File: config.mk
export PLATFORM = sky130hd
export DESIGN_NAME = multi_stack_shared_pool_top
export DESIGN_NICKNAME = d
export VERILOG_FILES = /design/src/mssp_pkg.sv /design/src/mssp_pool.sv /design/src/multi_stack_shared_pool_top.sv
export SDC_FILE = /design/constraint.sdc
export NUM_CORES = 2
export LEC_CHECK = 0
export BUFFER_PORTS_ARGS = -buffer_cell sky130_fd_sc_hd__buf_2
export CAP_MARGIN = 20
export CELL_PAD_IN_SITES_DETAIL_PLACEMENT = 0
export CELL_PAD_IN_SITES_GLOBAL_PLACEMENT = 1
export CORE_ASPECT_RATIO = 2
export CORE_MARGIN = 2
export CORE_UTILIZATION = 50
export DETAILED_ROUTE_END_ITERATION = 6
export GPL_TIMING_DRIVEN = 0
export MAX_ROUTING_LAYER = met4
export PLACE_DENSITY_LB_ADDON = 0.2
export REMOVE_ABC_BUFFERS = 1
export SLEW_MARGIN = 20
export SYNTH_ARGS = -nofsm -noshare
export SYNTH_HDL_FRONTEND = slang
export SYNTH_SLANG_ARGS = --single-unit
File: constraint.sdc
create_clock -name clk -period 7.3 [get_ports clk]
set_clock_uncertainty 0.2 [all_clocks]
set_input_delay 0.73 -clock clk [delete_from_list [all_inputs] [get_ports clk]]
set_output_delay 0.73 -clock clk [all_outputs]
set_load 0.05 [all_outputs]
File: src/mssp_pkg.sv
package mssp_pkg;

  // Default sizes of the block.
  localparam int NUM_STACKS_DEF   = 4;
  localparam int POOL_ENTRIES_DEF = 64;

  // Fixed field widths of the two channels.
  localparam int OPCODE_W = 1;
  localparam int STACK_W  = 2;
  localparam int VALUE_W  = 32;
  localparam int STATUS_W = 2;

  // Operation codes.
  localparam logic [OPCODE_W-1:0] OP_PUSH = 1'b0;
  localparam logic [OPCODE_W-1:0] OP_POP  = 1'b1;

  // Result status codes.
  localparam logic [STATUS_W-1:0] ST_OK        = 2'd0;
  localparam logic [STATUS_W-1:0] ST_OVERFLOW  = 2'd1;
  localparam logic [STATUS_W-1:0] ST_UNDERFLOW = 2'd2;

endpackage

File: src/mssp_pool.sv
module mssp_pool #(
  parameter int POOL_ENTRIES = mssp_pkg::POOL_ENTRIES_DEF,
  parameter int IDX_W        = $clog2(POOL_ENTRIES + 1),
  parameter int ADDR_W       = $clog2(POOL_ENTRIES)
) (
  input  logic                         clk,
  input  logic                         rst_n,
  input  logic                         rd_en,
  input  logic [ADDR_W-1:0]            rd_addr,
  input  logic                         wr_en,
  input  logic                         wr_value_en,
  input  logic [ADDR_W-1:0]            wr_addr,
  input  logic [mssp_pkg::VALUE_W-1:0] wr_value,
  input  logic [IDX_W-1:0]             wr_link,
  output logic [mssp_pkg::VALUE_W-1:0] rd_value,
  output logic [IDX_W-1:0]             rd_link
);

  localparam logic [IDX_W-1:0] NIL = IDX_W'(POOL_ENTRIES);

  logic [mssp_pkg::VALUE_W-1:0] value_mem [POOL_ENTRIES];
  logic [IDX_W-1:0]             link_mem  [POOL_ENTRIES];

  // Entries at or above the fill count have never been taken from the free
  // list, so their link is still the reset chain to the next entry.
  logic [IDX_W-1:0] fill_r;
  logic [IDX_W-1:0] fill_nxt;
  logic [IDX_W-1:0] rd_addr_r;
  logic             rd_fresh_r;
  logic [IDX_W-1:0] link_q_r;
  logic [IDX_W-1:0] chain_link;

  always_comb begin
    fill_nxt = fill_r;
    if (wr_en && (IDX_W'(wr_addr) == fill_r)) begin
      fill_nxt = fill_r + IDX_W'(1);
    end
  end

  always_ff @(posedge clk) begin
    if (!rst_n) begin
      fill_r <= '0;
    end else begin
      fill_r <= fill_nxt;
    end
  end

  always_ff @(posedge clk) begin
    if (wr_en) begin
      link_mem[wr_addr] <= wr_link;
      if (wr_value_en) begin
        value_mem[wr_addr] <= wr_value;
      end
    end
    if (rd_en) begin
      link_q_r   <= link_mem[rd_addr];
      rd_value   <= value_mem[rd_addr];
      rd_addr_r  <= IDX_W'(rd_addr);
      rd_fresh_r <= (IDX_W'(rd_addr) >= fill_r);
    end
  end

  always_comb begin
    chain_link = rd_addr_r + IDX_W'(1);
    if (chain_link >= NIL) begin
      chain_link = NIL;
    end
    rd_link = rd_fresh_r ? chain_link : link_q_r;
  end

endmodule

File: src/multi_stack_shared_pool_top.sv
// Several stacks that share one pool of entries, kept as linked lists with a
// common free list.
//
// Input channel (in_valid/in_ready): one word carries an opcode (push or
// pop), a zero-based stack number and, for a push, the value to store.
// Result channel (out_valid/out_ready): exactly one word per input word,
// with a status (ok, overflow on a full pool or bad stack, underflow on an
// empty or bad stack) and the popped value, zero unless a pop succeeded.
//
// Each word is handled in an accept step and an update step: the accepting
// edge reads the entry's link and value from the pool memories, and the
// update edge updates the lists and loads the output register. No new word
// is taken until the previous one has finished its update. The synchronous
// read of the pool memories sets this split. in_ready is low during the
// update cycle. If the receiver stalls with a result still held, the update
// cycle waits until the output register frees.
//
// Reset (rst_n, synchronous, active low) empties all stacks, puts every
// entry on the free list and marks the output register empty. No clearing
// pass is needed: a fill count marks the entries never yet used.
module multi_stack_shared_pool_top #(
  parameter int NUM_STACKS   = mssp_pkg::NUM_STACKS_DEF,
  parameter int POOL_ENTRIES = mssp_pkg::POOL_ENTRIES_DEF
) (
  input  logic                          clk,
  input  logic                          rst_n,
  input  logic                          in_valid,
  output logic                          in_ready,
  input  logic [mssp_pkg::OPCODE_W-1:0] in_opcode,
  input  logic [mssp_pkg::STACK_W-1:0]  in_stack_number,
  input  logic signed [mssp_pkg::VALUE_W-1:0] in_push_value,
  output logic                          out_valid,
  input  logic                          out_ready,
  output logic [mssp_pkg::STATUS_W-1:0] out_status,
  output logic signed [mssp_pkg::VALUE_W-1:0] out_popped_value
);

  localparam int IDX_W  = $clog2(POOL_ENTRIES + 1);
  localparam int ADDR_W = $clog2(POOL_ENTRIES);
  localparam int STK_W  = (NUM_STACKS > 1) ? $clog2(NUM_STACKS) : 1;
  localparam logic [IDX_W-1:0] NIL = IDX_W'(POOL_ENTRIES);

  // Sequencer states.
  localparam logic S_IDLE = 1'b0;
  localparam logic S_EXEC = 1'b1;

  logic state_r;
  logic state_nxt;

  // The item being worked on.
  logic [mssp_pkg::OPCODE_W-1:0] op_r;
  logic [STK_W-1:0]              sn_r;
  logic                          sn_ok_r;
  logic [mssp_pkg::VALUE_W-1:0]  val_r;
  logic [IDX_W-1:0]              addr_r;

  // List heads.
  logic [IDX_W-1:0] tops_r [NUM_STACKS];
  logic [IDX_W-1:0] free_head_r;

  logic                          out_valid_r;
  logic [mssp_pkg::STATUS_W-1:0] out_status_r;
  logic [mssp_pkg::VALUE_W-1:0]  out_popped_r;

  logic                         accept;
  logic [STK_W-1:0]             in_sn;
  logic                         in_sn_ok;
  logic [IDX_W-1:0]             in_top;
  logic [IDX_W-1:0]             rd_sel;
  logic                         out_free;
  logic                         finish;
  logic                         fail;
  logic                         commit;
  logic [IDX_W-1:0]             next_link;
  logic [mssp_pkg::VALUE_W-1:0] pool_value;
  logic [IDX_W-1:0]             pool_link;
  logic [IDX_W-1:0]             wr_link;

  assign in_ready = (state_r == S_IDLE);
  assign accept   = in_valid && in_ready;

  // Select the entry to read: a push uses the free head, a pop the top.
  always_comb begin
    in_sn    = STK_W'(in_stack_number);
    in_sn_ok = (32'(in_stack_number) < 32'(NUM_STACKS));
    in_top   = in_sn_ok ? tops_r[in_sn] : NIL;
    rd_sel   = (in_opcode == mssp_pkg::OP_POP) ? in_top : free_head_r;
  end

  always_comb begin
    out_free  = !out_valid_r || out_ready;
    finish    = (state_r == S_EXEC) && out_free;
    fail      = !sn_ok_r || (addr_r >= NIL);
    commit    = finish && !fail;
    next_link = (pool_link < NIL) ? pool_link : NIL;
    wr_link   = (op_r == mssp_pkg::OP_PUSH) ? tops_r[sn_r] : free_head_r;
  end

  always_comb begin
    state_nxt = state_r;
    unique case (state_r)
      S_IDLE: begin
        if (accept) begin
          state_nxt = S_EXEC;
        end
      end
      S_EXEC: begin
        if (out_free) begin
          state_nxt = S_IDLE;
        end
      end
      default: state_nxt = S_IDLE;
    endcase
  end

  mssp_pool #(
    .POOL_ENTRIES(POOL_ENTRIES),
    .IDX_W       (IDX_W),
    .ADDR_W      (ADDR_W)
  ) u_pool (
    .clk        (clk),
    .rst_n      (rst_n),
    .rd_en      (accept),
    .rd_addr    (rd_sel[ADDR_W-1:0]),
    .wr_en      (commit),
    .wr_value_en(op_r == mssp_pkg::OP_PUSH),
    .wr_addr    (addr_r[ADDR_W-1:0]),
    .wr_value   (val_r),
    .wr_link    (wr_link),
    .rd_value   (pool_value),
    .rd_link    (pool_link)
  );

  // Item and result registers: payload only.
  always_ff @(posedge clk) begin
    if (accept) begin
      op_r    <= in_opcode;
      sn_r    <= in_sn;
      sn_ok_r <= in_sn_ok;
      val_r   <= in_push_value;
      addr_r  <= rd_sel;
    end
    if (finish) begin
      if (fail) begin
        out_status_r <= (op_r == mssp_pkg::OP_PUSH) ? mssp_pkg::ST_OVERFLOW
                                                    : mssp_pkg::ST_UNDERFLOW;
        out_popped_r <= '0;
      end else begin
        out_status_r <= mssp_pkg::ST_OK;
        out_popped_r <= (op_r == mssp_pkg::OP_POP) ? pool_value : '0;
      end
    end
  end

  // Control state, output valid and list heads.
  always_ff @(posedge clk) begin
    if (!rst_n) begin
      state_r     <= S_IDLE;
      out_valid_r <= 1'b0;
      free_head_r <= '0;
      for (int i = 0; i < NUM_STACKS; i++) begin
        tops_r[i] <= NIL;
      end
    end else begin
      state_r <= state_nxt;
      if (finish) begin
        out_valid_r <= 1'b1;
      end else if (out_ready) begin
        out_valid_r <= 1'b0;
      end
      if (commit) begin
        if (op_r == mssp_pkg::OP_PUSH) begin
          // The free head becomes the new top; its old link is the new head.
          free_head_r  <= next_link;
          tops_r[sn_r] <= addr_r;
        end else begin
          // The old top returns to the front of the free list.
          tops_r[sn_r] <= next_link;
          free_head_r  <= addr_r;
        end
      end
    end
  end

  assign out_valid        = out_valid_r;
  assign out_status       = out_status_r;
  assign out_popped_value = out_popped_r;

`ifndef SYNTH
  // An accepted word blocks the input for the update cycle.
  a_busy_after_accept: assert property (@(posedge clk) disable iff (!rst_n)
    accept |=> !in_ready)
    else $error("input taken during update cycle");

  // Only a successful pop carries a nonzero popped value.
  a_zero_on_error: assert property (@(posedge clk) disable iff (!rst_n)
    (out_valid && out_status != mssp_pkg::ST_OK) |-> (out_popped_value == '0))
    else $error("popped value nonzero on failed operation");

  // A successful push always moves the free head.
  a_push_moves_free: assert property (@(posedge clk) disable iff (!rst_n)
    (commit && op_r == mssp_pkg::OP_PUSH) |=> (free_head_r != $past(free_head_r)))
    else $error("free head did not move on push");

  // A finished item never overwrites a result still waiting.
  a_no_overwrite: assert property (@(posedge clk) disable iff (!rst_n)
    (out_valid && !out_ready) |=> (out_valid && $stable(out_status)
                                   && $stable(out_popped_value)))
    else $error("held result changed");
`endif

endmodule
# == Word-level counts from Yosys, hierarchy flattened ==
# Memories as Yosys holds them, arrays and structs flattened. A register that Yosys moved wholly into a read port is not among the register bits.
# Index checks and enable logic that the tools add are counted.
# word_totals
memories,3
input_bits,39
regBits,99
word_cells,64
ramBits,2524
output_inout_bits,36
# memory_table
memory,words,word_bits,rd,rd_clocked_by_memory_dff,wr,line_no,rtl
u_pool.value_mem,64,32,1,1,1,mssp_pool.sv:21,logic [mssp_pkg::VALUE_W-1:0] value_mem [POOL_ENTRIES];
u_pool.link_mem,64,7,1,1,1,mssp_pool.sv:22,logic [IDX_W-1:0] link_mem [POOL_ENTRIES];
tops_r,4,7,2,1,4,multi_stack_shared_pool_top.sv:58,logic [IDX_W-1:0] tops_r [NUM_STACKS];
# classes
eq_ne,1
bitwise_logic,3
n_reduce_logical,10
magnitude_cmp,4
addsub,2
n_mux,29
# ops
cell,count
2-to-1 mux 7 bit,8
2-to-1 mux 1 bit,17
greater-or-equal comparator 7 bit (second input constant),2
adder 6 x 1 -> 7 bit (second input constant),1
adder 7 x 1 -> 7 bit (second input constant),1
== test 6 x 7 -> 1 bit,1
greater-or-equal comparator 6 x 7 -> 1 bit,1
< comparator 7 bit (second input constant),1
OR reduction 7 bit,1
2-to-1 mux 2 bit,3
logical AND 1 bit,4
zero test 1 bit,2
inverter 1 bit,2
one-hot mux 1 bit (2 select lines),1
nonzero test 2 bit,1
OR reduction 2 bit,1
logical OR 1 bit,1
bitwise OR 1 bit,1

# == Logic depth before layout (Yosys ltp) ==
# logic_depth
depth_word,10
ltp_mapped,16
mapped_depth_nobuf,10

# == Modules after synthesis ==
# From an unflattened synthesis, not the netlist that was laid out.
# hier_totals
cells_unflattened,4508
area_unflattened_um2,101777.6
# by_module_without_submodules
module,cells_per_inst,instances,seq_area_each_um2,area_per_inst_um2
mssp_pool,4200,1,76473.3,97040.6
multi_stack_shared_pool_top,308,1,3343.2,4737.0

# == Worst setup path before layout ==
# Ideal clock, no wire load.
# synth_timing
path_kind,input -> register
startpoint,in out_ready
endpoint,"mem u_pool.value_mem[40][0] in the netlist's numbering, enable pin"
path_slack_ns,1.581
path_buffers,1
path_stages,7
required_ns,6.599
arrival_time_ns,5.018
setup_ns,0.501
cell_sequence,nand2b_1 nand2_1 nor2_1 nand4b_1 nand2b_1 clkbuf_1 nor4_1
# synth_between
elab_chain_cells,5
# synth_lines
item,line_no,rtl
start: declaration,multi_stack_shared_pool_top.sv:33,"input logic out_ready,"
logical OR 1 bit,multi_stack_shared_pool_top.sv:91,out_free = !out_valid_r || out_ready;
logical AND 1 bit,multi_stack_shared_pool_top.sv:92,finish = (state_r == S_EXEC) && out_free;
logical AND 1 bit,multi_stack_shared_pool_top.sv:94,commit = finish && !fail;
2-to-1 mux 1 bit,mssp_pool.sv:49,if (wr_en) begin
2-to-1 mux 1 bit (not written as such),mssp_pool.sv:52,value_mem[wr_addr] <= wr_value;
end: declaration,mssp_pool.sv:21,
# Every way passes these cells.

==> impl_metrics.py <==
metrics = {
    "clocking": {
        "cts.htree.levels": 4,
        "cts_resized": 0,
        "cts-root-buf": "clkbuf_16",
        "clock_path_buffers": 4,
        "clk-insertion-delay-late_ns": 0.91,
        "clk_pin_slew_ns": 0.07,
        "cts_setup_buffers": 0,
        "ctsHoldBuffers": 34,
        "cts.sinks": 2658,
        "cts_buffers": 228,
        "cts_tree": "yes",
    },
    "power": {
        "p_int_mw": 24.8,
        "p_comb_share_pct": 9.4,
        "p_switching_mw": 7.65,
        "p_sw_share_pct": 23.6,
        "seqPwrFrac_pct": 52.4,
        "leakagePower_nw": 41.4,
        "ir_drop_uv": 230,
        "clkPwrFrac_pct": 38.2,
        "power_mw": 32.5,
        "power_density_mw_per_mm2": 263,
    },
    "grt": {
        "grt_pass1_wl_um": 479000,
        "grt_use_met2_pct": 52.6,
        "grt_pass1_vias": 65400,
        "antenna_found_initial": 15,
        "use_met3_pct": 5.01,
        "grt_max_degree": 124,
        "grt-ovfl-total": 0,
        "met1_usage_pct": 38.5,
        "globalRoute.busiestLayer": "met2",
        "track_usage_pct": 32.7,
    },
    "worst_setup_path": {
        "start_kind": "flop",
        "crit_chain": "mux2_2 -> o221ai_4 -> buf_8 -> buf_16 -> buf_16 -> inv_8 -> buf_16 -> buf_16 -> buf_16 -> buf_16 -> buf_16 -> nand2_1 -> a31oi_1 -> nand4_1 -> a221o_1 -> o31ai_1",
        "path_class": "flop to flop",
        "critPathCaptureType": "flop",
        "cp_max_fo": 116,
        "worstPathArrival_ns": 6.79,
        "worstPathBufferInverterCount": 9,
        "max_stage_delay_ns": 0.49,
        "slowest_stage": "inv_8",
        "cpMostUsedCell": "buf_16",
        "required_ns": 7.65,
        "critPathTopFamily": "buffers and inverters",
    },
    "logic_synthesis": {
        "synth_edf_count": 2640,
        "synth.distinct_cells": 57,
        "synth_top_area_share_pct": 76.2,
        "yosysTopAreaCell": "edfxtp_1",
        "synth_seq_cells": 2658,
        "synthTopCellsByArea": "edfxtp_1 (76%), nand2_1 (7.9%), nand3_1 (4.7%), a31oi_1 (1.2%), nand4_1 (1.1%)",
        "syn_area_mm2": 0.104,
        "synth_ff_type": "edfxtp_1",
        "synth_cells": 7718,
        "synth.avg_cell_area_um2": 13.5,
        "yosysSeqAreaShare_pct": 76.5,
        "ys_warn_count": 0,
        "ys_async_sr_fraction_pct": 0,
    },
    "detailed_routing": {
        "wirelength_um": 341000,
        "drcViolationCount": 10,
        "antenna_left": 0,
        "drt-initial-drc-count": 8919,
        "drtPass1Iterations": 7,
        "vias": 68300,
        "vias_per_cell": 6.25,
        "wl_per_cell_um": 31.2,
    },
    "timing": {
        "final.setup.tns_ns": 0,
        "tightest_slew_ns": 1.19,
        "hold_viol_final": 0,
        "max_freq_mhz": 155,
        "finalSetupViolCount": 0,
        "slew_viol_final": 0,
        "timing.hold.ws_ns": 0.0744,
        "setup_slack_ns": 0.861,
        "rsz0062_at_grt": "false",
        "slew_headroom_pct": 20.6,
        "finalCriticalPeriod_ns": 6.44,
        "period_share_pct": 88.2,
    },
    "status": {
        "violations": "DRC",
        "status": "complete, but fails checks",
    },
    "cells_and_area": {
        "postLayoutCoreUtil_pct": 59.7,
        "layout.nets": 8039,
        "n_fill_cell": 15700,
        "drive_gt1_share_pct": 12.0,
        "area_delta_synth_final_pct": 18.5,
    },
    "floorplanning": {
        "die_h_um": 649,
        "row_count": 236,
        "chipWidth_um": 327,
        "core_area_mm2": 0.207,
        "dieArea_mm2": 0.212,
        "start_util_pct": 50.3,
        "io_pins": 75,
    },
    "place": {
        "dp_hpwl_um": 226000,
        "port_buffers": 74,
        "pre_cts_ws_ns": 0.0572,
        "globalplace.congestion": 0.867,
    },
    "job": {
        "maxCapViolations": 0,
    },
    "hold_path": {
        "hold_path.class": "primary input to flop",
    },
}
worst reg2reg max path, stage by stage (launching register included):
cell,delay (ns)
edfxtp_1,0.35
mux2_2,0.19
o221ai_4,0.27
buf_8,0.27
buf_16,0.18
buf_16,0.18
inv_8,0.51
buf_16,0.45
buf_16,0.62
buf_16,0.48
buf_16,0.46
buf_16,0.52
nand2_1,0.20
a31oi_1,0.17
nand4_1,0.36
a221o_1,0.48
o31ai_1,0.22
registers in the layout, summed over array words and instances (netlist names), named ones only:
register,count
addr_r,7
free_head_r,7
op_r,1
out_popped_value,32
out_status,2
out_valid,1
sn_r,2
state_r,1
tops_r,28
u_pool.fill_r,7
u_pool.link_mem,448
u_pool.link_q_r,7
u_pool.rd_fresh_r,1
u_pool.rd_value,32
u_pool.value_mem,2048
val_r,32
synthesized netlist by cell type (all sizes together) (9+ instances only):
library cell,count
nor2,257
nand4,184
nor3,11
a31oi,194
a32o,36
and4,17
nand3,978
o21ai,10
edfxtp,2640
ha,9
a21oi,131
a221oi,11
nand2,2196
mux2i,99
clkbuf,260
a221o,20
dfxtp,18
or3,18
nand2b,15
mux4,9
a22oi,52
o31ai,18
inv,21
buf,253
o22ai,46
nor2b,11
a21o,9
and2,42
a32oi,93
stage by stage:
step | instance area [um2] | cells
after floorplan | 102000 | 7205
after global routing | 123000 | 10900
after detailed placement | 116000 | 10500
final | 123000 | 10900
after CTS | 123000 | 10900
after global placement | 106000 | 10000
layer usage:
metal	share of wire, %	vias to the layer above	wire, um
met5	0	-	0
met4	7.4	0	25400
met3	8.5	1010	28900
met2	49	3827	168000
met1	35	34400	119000
li1	-	29000	-
power groups by stage:
stage	logic, mW	registers [mW]	clock network [mW]
floorplan	2.71	17.5	0
global placement	4.42	17.5	0
detailed placement	2.98	17.4	0
CTS	3.01	17.0	12.5
global route	3.20	17.0	13.0
finish	3.04	17.0	12.4
area by class of cell:
type,instances,area (um2),share of cell area [%]
diodes,23,57.6,0.0467
clock buffers,273,5980,4.85
clock inverters,137,1430,1.16
inverters,22,105,0.0852
multi-input cells,4525,22900,18.6
flip-flops and latches,2658,79600,64.6
well taps,2737,3420,2.78
repair buffers,556,9820,7.96
cells by family (layout without fill, tap and decap cells):
kind of cell,Yosys count,after routing,share of synthesized area (%)
adders and majority gates,9,9,0.108
buffers and inverters,535,988,2.21
DFF,2658,2658,76.5
AOI/OAI and AO/OA,638,638,4.28
other,0,23,0
xor gates and xnor gates,15,15,0.126
and+or+nand+nor,3747,3747,15.5
muxes,116,116,1.24
layout by cell type, fill, tap and decap left out, types with 10 or more instances in the layout:
cell	count
edfxtp_1	2640
nand2_1	2187
nand3_1	977
clkbuf_16	233
a31oi_1	194
nor2_1	187
nand4_1	184
buf_16	181
a21oi_1	131
buf_12	111
mux2i_1	97
a32oi_1	93
buf_2	86
buf_8	86
nor2_4	69
clkinv_1	57
a22oi_1	52
o22ai_1	46
and2_1	41
clkbuf_1	40
clkinv_2	38
a32o_1	36
dlygate4sd3_1	34
bufinv_16	31
buf_6	31
buf_4	26
diode_2	23
a221o_1	18
o31ai_1	18
dfxtp_1	18
and4_1	17
inv_1	15
nand2b_1	14
or3_1	13
nor2b_1	10
worst paths after layout:
check,startpoint,endpoint,slack (ns),cells past startpoint
setup / recovery,tops_r[0][0]$_SDFFCE_PN0P_,u_pool.rd_value[23]$_DFFE_PP_,0.86,16
hold reg to reg,u_pool.rd_value[26]$_DFFE_PP_,out_popped_value[26]$_SDFFCE_PP0P_,0.29,1
hold / removal,in_stack_number[0],sn_r[0]$_DFFE_PP_,0.07,1
setup reg to reg,tops_r[0][0]$_SDFFCE_PN0P_,u_pool.rd_value[23]$_DFFE_PP_,0.86,16
(Power assumes the default switching activity.)
